===== src/design/vrt_pkg.sv =====
// ----------------------------------------------------------------------------
// vrt_pkg
// Shared constants, codes and controller/datapath interface types.
// ----------------------------------------------------------------------------
package vrt_pkg;

  localparam int COORD_FRAC_BITS = 8;
  localparam int T_WIDTH         = 32;
  localparam int T_FRAC          = T_WIDTH - 8;
  localparam int DIR_FRAC        = 14;
  localparam int NUM_BITS        = DIR_FRAC + T_FRAC + 1;   // dividend 2^(DIR_FRAC+T_FRAC)
  localparam int START_W         = 24;
  localparam int DIR_W           = 16;
  localparam int MAG_W           = DIR_W + 1;
  localparam int REACH_W         = 7;
  localparam int DEN_W           = MAG_W + REACH_W;
  localparam int VOX_W           = 17;
  localparam int FRAC_W          = COORD_FRAC_BITS + 1;
  localparam int PROD_W          = T_WIDTH + FRAC_W;
  localparam int CNT_LAST        = NUM_BITS + 2;
  localparam int CNT_W           = $clog2(CNT_LAST + 1);
  localparam int IN_DATA_W       = 128;
  localparam int OUT_DATA_W      = 64;
  localparam logic [REACH_W-1:0] REACH_RESET = REACH_W'(5);
  localparam logic [T_WIDTH-1:0] T_MAX = {T_WIDTH{1'b1}};
  localparam logic [T_WIDTH-1:0] T_ONE = T_WIDTH'(1) << T_FRAC;

  typedef enum logic [1:0] {
    ST_PROBE = 2'd0,
    ST_END   = 2'd1,
    ST_HIT   = 2'd2,
    ST_NORAY = 2'd3
  } status_t;

  localparam logic FUNC_RAY = 1'b0;

  typedef struct packed {
    logic ray;       // load a new ray
    logic ans;       // latch the solid answer
    logic div_run;   // advance the set-up sequencer
    logic step;      // evaluate the answer
    logic out_load;  // load the output register
  } vrt_cmd_t;

  typedef struct packed {
    logic div_done;
  } vrt_sts_t;

endpackage


===== src/design/vrt_datapath.sv =====
// ----------------------------------------------------------------------------
// vrt_datapath
// Ray state, bit-serial t-delta divider, crossing set-up and grid step.
// ----------------------------------------------------------------------------
module vrt_datapath (
  input  logic                              clk,
  input  logic                              rst_n,
  input  logic                              cfg_wen,
  input  logic [vrt_pkg::REACH_W-1:0]       cfg_wdata,
  input  logic [vrt_pkg::IN_DATA_W-1:0]     in_tdata,
  input  vrt_pkg::vrt_cmd_t                 cmd,
  output vrt_pkg::vrt_sts_t                 sts,
  output logic [vrt_pkg::OUT_DATA_W-1:0]    out_data,
  output logic [1:0]                        out_user
);

  localparam int CFB = vrt_pkg::COORD_FRAC_BITS;
  localparam int TW  = vrt_pkg::T_WIDTH;
  localparam int NB  = vrt_pkg::NUM_BITS;
  localparam int DW  = vrt_pkg::DEN_W;
  localparam int VW  = vrt_pkg::VOX_W;

  logic [vrt_pkg::REACH_W-1:0] reach_r;
  logic                        active_r;
  logic                        solid_r;
  logic                        noray_r;
  vrt_pkg::status_t            st_r;
  logic [VW-1:0]               pos_r   [3];
  logic signed [1:0]           sign_r  [3];
  logic signed [1:0]           norm_r  [3];
  logic [TW-1:0]               cross_r [3];
  logic [TW-1:0]               delta_r [3];
  logic [vrt_pkg::MAG_W-1:0]   mag_r   [3];
  logic [vrt_pkg::FRAC_W-1:0]  frac_r  [3];
  logic [vrt_pkg::CNT_W-1:0]   cnt_r;
  logic [1:0]                  axis_r;
  logic [DW-1:0]               den_r;
  logic [DW-1:0]               rem_r;
  logic [NB-1:0]               q_r;
  logic [TW-1:0]               qs_r;
  logic [vrt_pkg::PROD_W-1:0]  prod_r;
  logic [vrt_pkg::OUT_DATA_W-1:0] out_data_r;
  logic [1:0]                  out_user_r;

  logic signed [vrt_pkg::START_W-1:0] st_in [3];
  logic signed [vrt_pkg::DIR_W-1:0]   dir_in [3];
  logic [DW:0]                 rem2;
  logic [TW-1:0]               qs;
  logic [1:0]                  ax;
  logic [TW:0]                 csum;
  logic [TW-1:0]               cnew [3];
  logic [VW-1:0]               pnew;

  always_comb begin
    for (int a = 0; a < 3; a++) begin
      st_in[a]  = in_tdata[a*vrt_pkg::START_W +: vrt_pkg::START_W];
      dir_in[a] = in_tdata[3*vrt_pkg::START_W + a*vrt_pkg::DIR_W +: vrt_pkg::DIR_W];
    end
  end

  assign rem2 = {rem_r, (cnt_r == vrt_pkg::CNT_W'(1))};
  assign qs   = (q_r[NB-1:TW] != '0) ? vrt_pkg::T_MAX : q_r[TW-1:0];

  // smallest crossing, ties to z then y
  always_comb begin
    if (cross_r[0] < cross_r[1]) begin
      ax = (cross_r[0] < cross_r[2]) ? 2'd0 : 2'd2;
    end else begin
      ax = (cross_r[1] < cross_r[2]) ? 2'd1 : 2'd2;
    end
    csum = {1'b0, cross_r[ax]} + {1'b0, delta_r[ax]};
    pnew = pos_r[ax] + {{(VW-2){sign_r[ax][1]}}, sign_r[ax]};
    for (int a = 0; a < 3; a++) begin
      cnew[a] = cross_r[a];
    end
    cnew[ax] = csum[TW] ? vrt_pkg::T_MAX : csum[TW-1:0];
  end

  always_ff @(posedge clk) begin
    if (!rst_n) begin
      reach_r  <= vrt_pkg::REACH_RESET;
      active_r <= 1'b0;
      noray_r  <= 1'b0;
      st_r     <= vrt_pkg::ST_PROBE;
      cnt_r    <= '0;
      axis_r   <= '0;
      for (int a = 0; a < 3; a++) begin
        pos_r[a]   <= '0;
        sign_r[a]  <= '0;
        norm_r[a]  <= '0;
        cross_r[a] <= '0;
        delta_r[a] <= '0;
      end
    end else begin
      if (cfg_wen) begin
        reach_r <= cfg_wdata;
      end
      if (cmd.ray) begin
        for (int a = 0; a < 3; a++) begin
          logic signed [vrt_pkg::START_W-1:0] sh;
          sh = st_in[a] >>> CFB;
          pos_r[a]  <= sh[VW-1:0];
          sign_r[a] <= (dir_in[a] > 0) ? 2'sd1 : ((dir_in[a] < 0) ? -2'sd1 : 2'sd0);
          norm_r[a] <= '0;
          mag_r[a]  <= dir_in[a][vrt_pkg::DIR_W-1]
                       ? vrt_pkg::MAG_W'(-{dir_in[a][vrt_pkg::DIR_W-1], dir_in[a]})
                       : vrt_pkg::MAG_W'(dir_in[a]);
          frac_r[a] <= (dir_in[a] > 0)
                       ? vrt_pkg::FRAC_W'((vrt_pkg::FRAC_W'(1) << CFB)
                                          - {1'b0, st_in[a][CFB-1:0]})
                       : {1'b0, st_in[a][CFB-1:0]};
        end
        if (dir_in[0] == '0 && dir_in[1] == '0 && dir_in[2] == '0) begin
          active_r <= 1'b0;
          st_r     <= vrt_pkg::ST_END;
        end else begin
          active_r <= 1'b1;
          st_r     <= vrt_pkg::ST_PROBE;
        end
        noray_r <= 1'b0;
        cnt_r   <= '0;
        axis_r  <= '0;
      end
      if (cmd.div_run) begin
        if (cnt_r == vrt_pkg::CNT_W'(vrt_pkg::CNT_LAST)) begin
          cnt_r  <= '0;
          axis_r <= axis_r + 2'd1;
          if (den_r == '0) begin
            delta_r[axis_r] <= vrt_pkg::T_MAX;
            cross_r[axis_r] <= vrt_pkg::T_MAX;
          end else begin
            delta_r[axis_r] <= qs_r;
            cross_r[axis_r] <= prod_r[vrt_pkg::PROD_W-1] ? vrt_pkg::T_MAX
                                                         : prod_r[TW+CFB-1:CFB];
          end
        end else begin
          cnt_r <= cnt_r + vrt_pkg::CNT_W'(1);
        end
      end
      if (cmd.step) begin
        if (!active_r) begin
          noray_r <= 1'b1;
          st_r    <= vrt_pkg::ST_NORAY;
        end else if (solid_r) begin
          active_r <= 1'b0;
          st_r     <= vrt_pkg::ST_HIT;
        end else begin
          pos_r[ax] <= pnew;
          for (int a = 0; a < 3; a++) begin
            cross_r[a] <= cnew[a];
            norm_r[a]  <= (ax == 2'(a)) ? -sign_r[a] : 2'sd0;
          end
          if (cnew[0] > vrt_pkg::T_ONE && cnew[1] > vrt_pkg::T_ONE
              && cnew[2] > vrt_pkg::T_ONE) begin
            active_r <= 1'b0;
            st_r     <= vrt_pkg::ST_END;
          end else begin
            st_r     <= vrt_pkg::ST_PROBE;
          end
        end
      end
    end
  end

  // divider, crossing multiply, solid latch and output register, no reset needed
  always_ff @(posedge clk) begin
    if (cmd.ans) begin
      solid_r <= in_tdata[3*vrt_pkg::START_W + 3*vrt_pkg::DIR_W];
    end
    if (cmd.div_run) begin
      if (cnt_r == '0) begin
        den_r <= mag_r[axis_r] * reach_r;
        rem_r <= '0;
        q_r   <= '0;
      end else if (cnt_r <= vrt_pkg::CNT_W'(NB)) begin
        if (rem2 >= {1'b0, den_r}) begin
          rem_r <= DW'(rem2 - {1'b0, den_r});
          q_r   <= {q_r[NB-2:0], 1'b1};
        end else begin
          rem_r <= rem2[DW-1:0];
          q_r   <= {q_r[NB-2:0], 1'b0};
        end
      end else if (cnt_r == vrt_pkg::CNT_W'(NB + 1)) begin
        qs_r   <= qs;
        prod_r <= qs * frac_r[axis_r];
      end
    end
    if (cmd.out_load) begin
      if (noray_r) begin
        out_data_r <= '0;
      end else begin
        out_data_r <= vrt_pkg::OUT_DATA_W'({norm_r[2], norm_r[1], norm_r[0],
                                             pos_r[2], pos_r[1], pos_r[0]});
      end
      out_user_r <= st_r;
    end
  end

  assign sts.div_done = cmd.div_run && (axis_r == 2'd2)
                        && (cnt_r == vrt_pkg::CNT_W'(vrt_pkg::CNT_LAST));
  assign out_data = out_data_r;
  assign out_user = out_user_r;

endmodule


===== src/design/vrt_ctrl.sv =====
// ----------------------------------------------------------------------------
// vrt_ctrl
// Sequencer for ray set-up, step evaluation and output handshake.
// ----------------------------------------------------------------------------
module vrt_ctrl (
  input  logic              clk,
  input  logic              rst_n,
  input  logic              in_tvalid,
  input  logic              in_func,
  output logic              in_tready,
  output logic              out_tvalid,
  input  logic              out_tready,
  input  vrt_pkg::vrt_sts_t sts,
  output vrt_pkg::vrt_cmd_t cmd
);

  typedef enum logic [3:0] {
    S_IDLE = 4'b0001,
    S_DIV  = 4'b0010,
    S_STEP = 4'b0100,
    S_OUT  = 4'b1000
  } state_t;

  state_t state_r, state_nxt;
  logic   out_valid_r, out_valid_nxt;

  always_comb begin
    state_nxt     = state_r;
    out_valid_nxt = out_valid_r && !out_tready;
    cmd           = '0;
    unique case (state_r)
      S_IDLE: begin
        if (in_tvalid) begin
          if (in_func == vrt_pkg::FUNC_RAY) begin
            cmd.ray   = 1'b1;
            state_nxt = S_DIV;
          end else begin
            cmd.ans   = 1'b1;
            state_nxt = S_STEP;
          end
        end
      end
      S_DIV: begin
        cmd.div_run = 1'b1;
        if (sts.div_done) begin
          state_nxt = S_OUT;
        end
      end
      S_STEP: begin
        cmd.step  = 1'b1;
        state_nxt = S_OUT;
      end
      S_OUT: begin
        if (!out_valid_r || out_tready) begin
          cmd.out_load  = 1'b1;
          out_valid_nxt = 1'b1;
          state_nxt     = S_IDLE;
        end
      end
      default: begin
        state_nxt = S_IDLE;
      end
    endcase
  end

  always_ff @(posedge clk) begin
    if (!rst_n) begin
      state_r     <= S_IDLE;
      out_valid_r <= 1'b0;
    end else begin
      state_r     <= state_nxt;
      out_valid_r <= out_valid_nxt;
    end
  end

  assign in_tready  = (state_r == S_IDLE);
  assign out_tvalid = out_valid_r;

endmodule


===== src/design/voxel_ray_traversal.sv =====
// ----------------------------------------------------------------------------
// voxel_ray_traversal
// Grid walk of a ray through unit voxels, one probe per answer item.
// ----------------------------------------------------------------------------
//  channel | ports      | tdata (low bit up)                         | tuser
//  in      | in_t*      | start_x,y,z, dir_x,y,z, solid, zero pad    | func
//  out     | out_t*     | voxel_x,y,z, normal_x,y,z, zero pad        | status
//  cfg     | cfg_wen    | cfg_wdata = reach_distance                 | -
//
// An answer item goes from accept through the step state to the output
// load, which waits while the output register is full. A ray item runs the
// bit-serial divider per axis: set-up, NUM_BITS steps, multiply, write-back.
// Reset (rst_n low, synchronous) clears the ray and sets reach to 5.
// A new item is taken while the previous result still waits on out_tready;
// its result is held until the output register frees.
module voxel_ray_traversal (
  input  logic                              clk,
  input  logic                              rst_n,
  input  logic                              cfg_wen,
  input  logic [vrt_pkg::REACH_W-1:0]       cfg_wdata,
  input  logic                              in_tvalid,
  output logic                              in_tready,
  input  logic [vrt_pkg::IN_DATA_W-1:0]     in_tdata,   // start_x,y,z, dir_x,y,z, solid
  input  logic                              in_tuser,   // func
  output logic                              out_tvalid,
  input  logic                              out_tready,
  output logic [vrt_pkg::OUT_DATA_W-1:0]    out_tdata,  // voxel_x,y,z, normal_x,y,z
  output logic [1:0]                        out_tuser   // status
);

  vrt_pkg::vrt_cmd_t cmd;
  vrt_pkg::vrt_sts_t sts;

  vrt_ctrl u_ctrl (
    .clk        (clk),
    .rst_n      (rst_n),
    .in_tvalid  (in_tvalid),
    .in_func    (in_tuser),
    .in_tready  (in_tready),
    .out_tvalid (out_tvalid),
    .out_tready (out_tready),
    .sts        (sts),
    .cmd        (cmd)
  );

  vrt_datapath u_dp (
    .clk       (clk),
    .rst_n     (rst_n),
    .cfg_wen   (cfg_wen),
    .cfg_wdata (cfg_wdata),
    .in_tdata  (in_tdata),
    .cmd       (cmd),
    .sts       (sts),
    .out_data  (out_tdata),
    .out_user  (out_tuser)
  );

endmodule


===== config.mk =====
export PLATFORM = sky130hd
export DESIGN_NAME = voxel_ray_traversal
export DESIGN_NICKNAME = d
export VERILOG_FILES = /design/src/design/vrt_pkg.sv /design/src/design/vrt_datapath.sv /design/src/design/vrt_ctrl.sv /design/src/design/voxel_ray_traversal.sv
export SDC_FILE = /design/constraint.sdc
export NUM_CORES = 2
export LEC_CHECK = 0
export ABC_AREA = 1
export BUFFER_PORTS_ARGS = -buffer_cell sky130_fd_sc_hd__buf_2
export CORE_MARGIN = 2
export CORE_UTILIZATION = 70
export CTS_BUF_LIST = sky130_fd_sc_hd__clkbuf_4
export CTS_CLUSTER_SIZE = 30
export DETAILED_ROUTE_END_ITERATION = 8
export MAX_ROUTING_LAYER = met4
export PLACE_DENSITY = 0.95
export SLEW_MARGIN = 10
export SYNTH_ARGS = -nofsm -noshare
export SYNTH_HDL_FRONTEND = slang
export SYNTH_SLANG_ARGS = --single-unit
export TNS_END_PERCENT = 10

===== constraint.sdc =====
create_clock -name clk -period 13 [get_ports clk]
set_clock_uncertainty 0.15 [all_clocks]
set_input_delay 2.6 -clock clk [delete_from_list [all_inputs] [get_ports clk]]
set_output_delay 2.6 -clock clk [all_outputs]
set_load 0.05 [all_outputs]

## Word-level counts from Yosys, hierarchy flattened

Memory sizes are Yosys's and may differ from the RTL's. A register that Yosys moved wholly into a read port is not among the register bits.
Index checks and enable logic that the tools add are counted.

- Memories kept: 7
- Output and inout bits: 68
- Word-level logic and storage cells: 227
- RAM bits: 333
- Input port bits: 141
- ROM bits: 0
- Register bits: 194
- Latch bits: 0

Memories:

| name | depth | width | read ports | clocked after memory_dff | write ports | RTL line | RTL |
|---|---|---|---|---|---|---|---|
| u_dp.cross_r | 3 | 32 | 4 | 0 | 3 | vrt_datapath.sv:31 | `logic [TW-1:0] cross_r [3];` |
| u_dp.delta_r | 3 | 32 | 1 | 0 | 3 | vrt_datapath.sv:32 | `logic [TW-1:0] delta_r [3];` |
| u_dp.mag_r | 3 | 17 | 1 | 1 | 3 | vrt_datapath.sv:33 | `logic [vrt_pkg::MAG_W-1:0] mag_r [3];` |
| u_dp.pos_r | 3 | 17 | 4 | 3 | 3 | vrt_datapath.sv:28 | `logic [VW-1:0] pos_r [3];` |
| u_dp.frac_r | 3 | 9 | 1 | 1 | 3 | vrt_datapath.sv:34 | `logic [vrt_pkg::FRAC_W-1:0] frac_r [3];` |
| u_dp.norm_r | 3 | 2 | 3 | 3 | 3 | vrt_datapath.sv:30 | `logic signed [1:0] norm_r [3];` |
| 1 more memories | -- | -- | -- | -- | -- | -- |  |

- Shift-type cells: 0
- $lt $le $gt $ge: 16
- Eq/ne operators: 13
- Reduce and logical (&&, ||, !) cells: 28
- Div/mod/pow operators: 0
- Mux-type cells: 111
- Multiply operators: 2
- Add/subtract/negate cells: 14
- Bitwise gates (word level): 20

Operator list:

| cell | number |
|---|---|
| 32-bit 2-to-1 mux | 11 |
| 17-bit 2-to-1 mux | 7 |
| 96-bit bitwise mux | 1 |
| 32-bit by 25-bit > comparator with 1-bit output, second input constant | 3 |
| 32-bit less-than comparator | 3 |
| 2-bit 2-to-1 mux | 35 |
| 32-bit demux with 2-bit select | 1 |
| 32-bit OR reduction | 2 |
| 17-bit negator | 3 |
| 16-bit by 1-bit > comparator with 1-bit output, second input constant | 3 |
| 16-bit zero test | 3 |
| 16-bit by 1-bit less-than comparator with 1-bit output, second input constant | 3 |
| 24-bit 2-to-1 mux | 2 |
| 1-bit 2-to-1 mux | 42 |
| 32-bit by 9-bit multiplier with 41-bit output | 1 |
| 39-bit 2-to-1 mux | 1 |
| 32-bit by 32-bit adder with 33-bit output | 1 |
| 9-bit 2-to-1 mux | 3 |
| 9-bit by 8-bit subtractor with 9-bit output, first input constant | 3 |
| 25-bit by 24-bit >= comparator with 1-bit output | 1 |
| 24-bit zero test | 1 |
| 17-bit by 7-bit multiplier with 24-bit output | 1 |
| 24-bit subtractor | 1 |
| 6-bit 2-to-1 mux | 3 |
| other kinds (34) | 69 |

## Logic depth before layout (Yosys ltp)

An unclocked memory read counts as a cell.

- Depth after elaboration: 17
- Depth in mapped cells: 47
- Gate-level depth less buffers: 44

## Hierarchy

Synthesis repeated with hierarchy kept, for this count alone.

- Cells, all modules: 5,438
- Area total of the unflattened synthesis: 45,307.2 sq um

Modules (own cells, without submodules):

| module | instances | area each (sq um) | cells an instance | seq. area each (sq um) |
|---|---|---|---|---|
| vrt_datapath | 1 | 45,013.2 | 5,391 | 16,746.1 |
| vrt_ctrl | 1 | 294.0 | 47 | 100.1 |

## Worst setup path after synthesis

No wires, ideal clock.

- Path kind: input to register
- From: input out_tready
- To: register u_dp.out_data_r (netlist bit out_tdata[0]) (read register of u_dp.pos_r), enable pin
- Slack: 6.822 ns
- Setup time: 0.496 ns
- Required time: 12.354 ns
- Arrival time: 5.533 ns
- Buffers on the path: 0
- Stages on the path: 2
- Cell sequence: inv_1 > a21oi_1

RTL lines:

| what | RTL line | RTL |
|---|---|---|
| start: declaration | voxel_ray_traversal.sv:26 | `input logic out_tready,` |
| end: declaration | vrt_datapath.sv:42 | `logic [vrt_pkg::OUT_DATA_W-1:0] out_data_r;` |

==> out/metrics.yaml <==
outcome:
  status: "complete, but fails checks"
  violations: "DRC"
detailed_routing:
  routed_wl_um: 126800
  routedWlPerCell_um: 19.38
  viasPerCell: 6.011
  drtIter0Drc: 5074
  route.detailed.drc: 2
  dr.pass1.iters: 9
  vias: 39340
  ant_nets: 0
power:
  internal_power_mw: 4.052
  power_density_nw_per_um2: 144.2
  leakage_nw: 23.35
  p_sw_mw: 2.947
  clock_power_share_pct: 22.1
  p_comb_share_pct: 46.1
  ir_drop_mv: 0.1073
  p_seq_share_pct: 31.8
  switching_share_pct: 42.11
finish:
  fillCellCount: 4208
  final_nets: 6281
  drive_gt1_share_pct: 10.11
  final_util_pct: 75.72
  final_area_um2: 48550
  area_growth_pct: 7.500
floorplanning:
  dieArea_um2: 66560
  core_area_um2: 64120
  rows: 93
  fp.dieH_um: 258.0
  start_util_pct: 70.43
  die_x_um: 258.0
  io_pins: 209
sta:
  rsz0062_at_grt: "no"
  min_period_over_period_pct: 62.91
  hold_viol_final: 0
  final-setup-viol-count: 0
  setup_tns_ns: 0
  tightest_slew_ns: 1.344
  slew_violations: 0
  max_slew_margin_pct: 10.30
  min_period_ns: 8.179
  max_clock_freq_ghz: 0.1223
logic_synthesis:
  ys_warn_count: 0
  synth_compound_gate_area_share_pct: 9.794
  synth_fa_ha_area_share_pct: 20.54
  syn_inst: 5380
  synth_edf_count: 545
  ys_ff_latch: 569
  synth_top_area_share_pct: 36.24
  ys.flop_type: "edfxtp_1"
  avgSynthCellArea_um2: 8.394
  synth_area_um2: 45160
  synthMuxAreaShare_pct: 0.02216
  ys_async_sr_fraction_pct: 0
  synthTopCellsByArea: "edfxtp_1 36%, fa_1 13%, nand2_1 11%"
  synth_xor_area_share_pct: 3.200
  synth_top_family_by_area: "adder cells"
  ys_types: 63
  yosys.area.top_type: "edfxtp_1"
  ys_seq_area_share_pct: 37.30
  synthSimpleGateAreaFrac_pct: 19.83
setup_path:
  timing.rr.end: "u_dp.st_r[0]$_SDFFE_PN0P_"
  crit_end: "u_dp.st_r[0]$_SDFFE_PN0P_"
  path_buf_inv: 2
  slowest_delay_ns: 0.72
  crit_top_cell: "nand2_1"
  crit_family: "simple AND/OR/NAND/NOR gates"
  critPathLaunchType: "flip-flop"
  ff2ff_setup_slack_ns: 4.82
  startpoint: "u_dp.cross_r[0][7]$_DFFE_PP_"
  rr_worst_depth: 34
  critPathCaptureType: "flip-flop"
  worst_ep_required_time_ns: 13.74
  crit_fanout: 68
  cp.depth: 34
  reg2reg_from: "u_dp.cross_r[0][7]$_DFFE_PP_"
  critPathArrivalTime_ns: 8.92
  slowest_stage: "inv_4"
  crit_type: "flip-flop to flip-flop"
clock_tree:
  cts_sinks: 569
  post_cts_resized: 0
  cts_hold_buf: 0
  clock_latency_ns: 1.06
  cts_tree: "built"
  cts_root_buf: "clkbuf_4"
  postCtsSetupBuffers: 0
  htree_levels: 4
  cts_buffers: 144
  cts_max_path_buffers: 3
  clkTransAtPathRegs_ns: 0.09
run:
  cap_violations: 0
placement:
  postPlaceCellArea_um2: 46700
  gp_congestion: 0.9928
  io_buffer_count: 194
  place.detailed.hpwl_um: 91280
grt:
  antenna_found_initial: 8
  grt_util_all_layers_pct: 39.24
  grt_max_degree: 80
  grt_pass1_vias: 39240
  grt_pass1_wl_um: 199100
  gr-total-overflow: 0
min_path:
  hp-class: "flip-flop to flip-flop"
[stage by stage]
step | setup WS [ns] | power (mW) | hold slack (ns) | cells
6_report | 4.821 | 6.999 | 0.3079 | 6545
5_1_grt | 4.640 | 7.398 | 0.3495 | 6544
4_1_cts | 5.270 | 6.906 | 0.3100 | 6535
3_5_place_dp | 5.305 | 5.342 | 0.2913 | 6280
3_3_place_gp | 5.424 | 5.174 | 0.2732 | 6280
2_1_floorplan | 6.822 | 4.578 | 0.2586 | 5386
[layout make-up]
class	count	area (um2)	share of cell area [%]
timing repair buffer	231	1249	2.572
clock inverter	54	309.0	0.6366
sequential	569	16850	34.70
multi-input combinational	3733	24190	49.82
antenna	10	25.02	0.05155
clock buffer	201	1509	3.108
inverter	892	3352	6.905
tap	855	1070	2.204
[cells by family (layout without fill, tap and decap cells)]
family | after synthesis | count (layout)
AOI/OAI and AO/OA | 809 | 809
xor gates and xnor gates | 165 | 165
adders and majority gates | 569 | 569
buffers and inverters | 1084 | 1378
DFF | 569 | 569
muxes | 1 | 1
other | 1 | 17
and+or+nand+nor | 2182 | 2182
[metal layers]
metal	GRT usage [%]	vias up	wire, um
li1	-	17770	-
met1	46.90	18200	44930
met2	62.09	2763	59950
met3	8.942	609	14690
met4	21.32	0	7246
met5	-	-	0
[worst min path at each step]
stage | from | to | slack (ns) | cells past startpoint
after floorplan | u_dp.st_r[1]$_SDFFE_PN0P_ | u_dp.out_user[1]$_DFFE_PP_ | 0.26 | 0
after global placement | u_dp.st_r[0]$_SDFFE_PN0P_ | u_dp.out_user[0]$_DFFE_PP_ | 0.27 | 0
after global routing | u_dp.active_r$_SDFF_PN0_ | u_dp.noray_r$_SDFF_PN0_ | 0.35 | 1
after CTS | u_dp.st_r[0]$_SDFFE_PN0P_ | u_dp.out_user[0]$_DFFE_PP_ | 0.31 | 0
after detailed placement | u_dp.st_r[0]$_SDFFE_PN0P_ | u_dp.out_user[0]$_DFFE_PP_ | 0.29 | 0
final | u_dp.st_r[0]$_SDFFE_PN0P_ | u_dp.out_user[0]$_DFFE_PP_ | 0.31 | 0
[sequential cells by signal, indices dropped and copies added (netlist names), 27 cells and up]
name / count
u_dp.frac_r: 27
u_dp.q_r: 39
u_dp.qs_r: 32
u_dp.prod_r: 33
u_dp.mag_r: 51
out_tdata: 57
u_dp.delta_r: 96
u_dp.pos_r: 51
u_dp.cross_r: 96
[power by group through the flow]
stage / Clock (mW) / Combinational, mW / Sequential [mW]
4_1_cts: 1.55 / 3.14 / 2.22
3_5_place_dp: 0 / 3.08 / 2.26
3_3_place_gp: 0 / 2.92 / 2.25
2_1_floorplan: 0 / 2.33 / 2.25
5_1_grt: 1.64 / 3.53 / 2.23
6_report: 1.55 / 3.23 / 2.22
[Yosys cell counts (11+ instances only)]
cell type and number:
nor2_2 14, o22ai_1 91, nand4_1 33, nand2_1 1314
o211ai_1 11, buf_4 12, xnor2_1 53, nor3_1 46
nor2_4 11, xor2_1 112, inv_1 877, a21oi_1 264
nand3_1 117, o21ai_0 305, ha_1 282, nor4_1 19
fa_1 287, clkbuf_1 136, nor2_1 542, or2_2 42
o21ai_1 62, buf_2 30, dfxtp_1 24, edfxtp_1 545
[cells in the final DEF (no fill, tap or decap), drive strengths merged, types with 12 or more instances in the layout]
cell type  instances
a21oi            275
buf              231
clkbuf           201
clkinv            54
dfxtp             24
edfxtp           545
fa               287
ha               282
inv              891
nand2           1327
nand3            119
nand4             35
nor2             567
nor3              47
nor4              22
o211ai            12
o21ai            370
o22ai             91
or2               44
xnor2             53
xor2             112
Power figures use the tool's default switching activity.
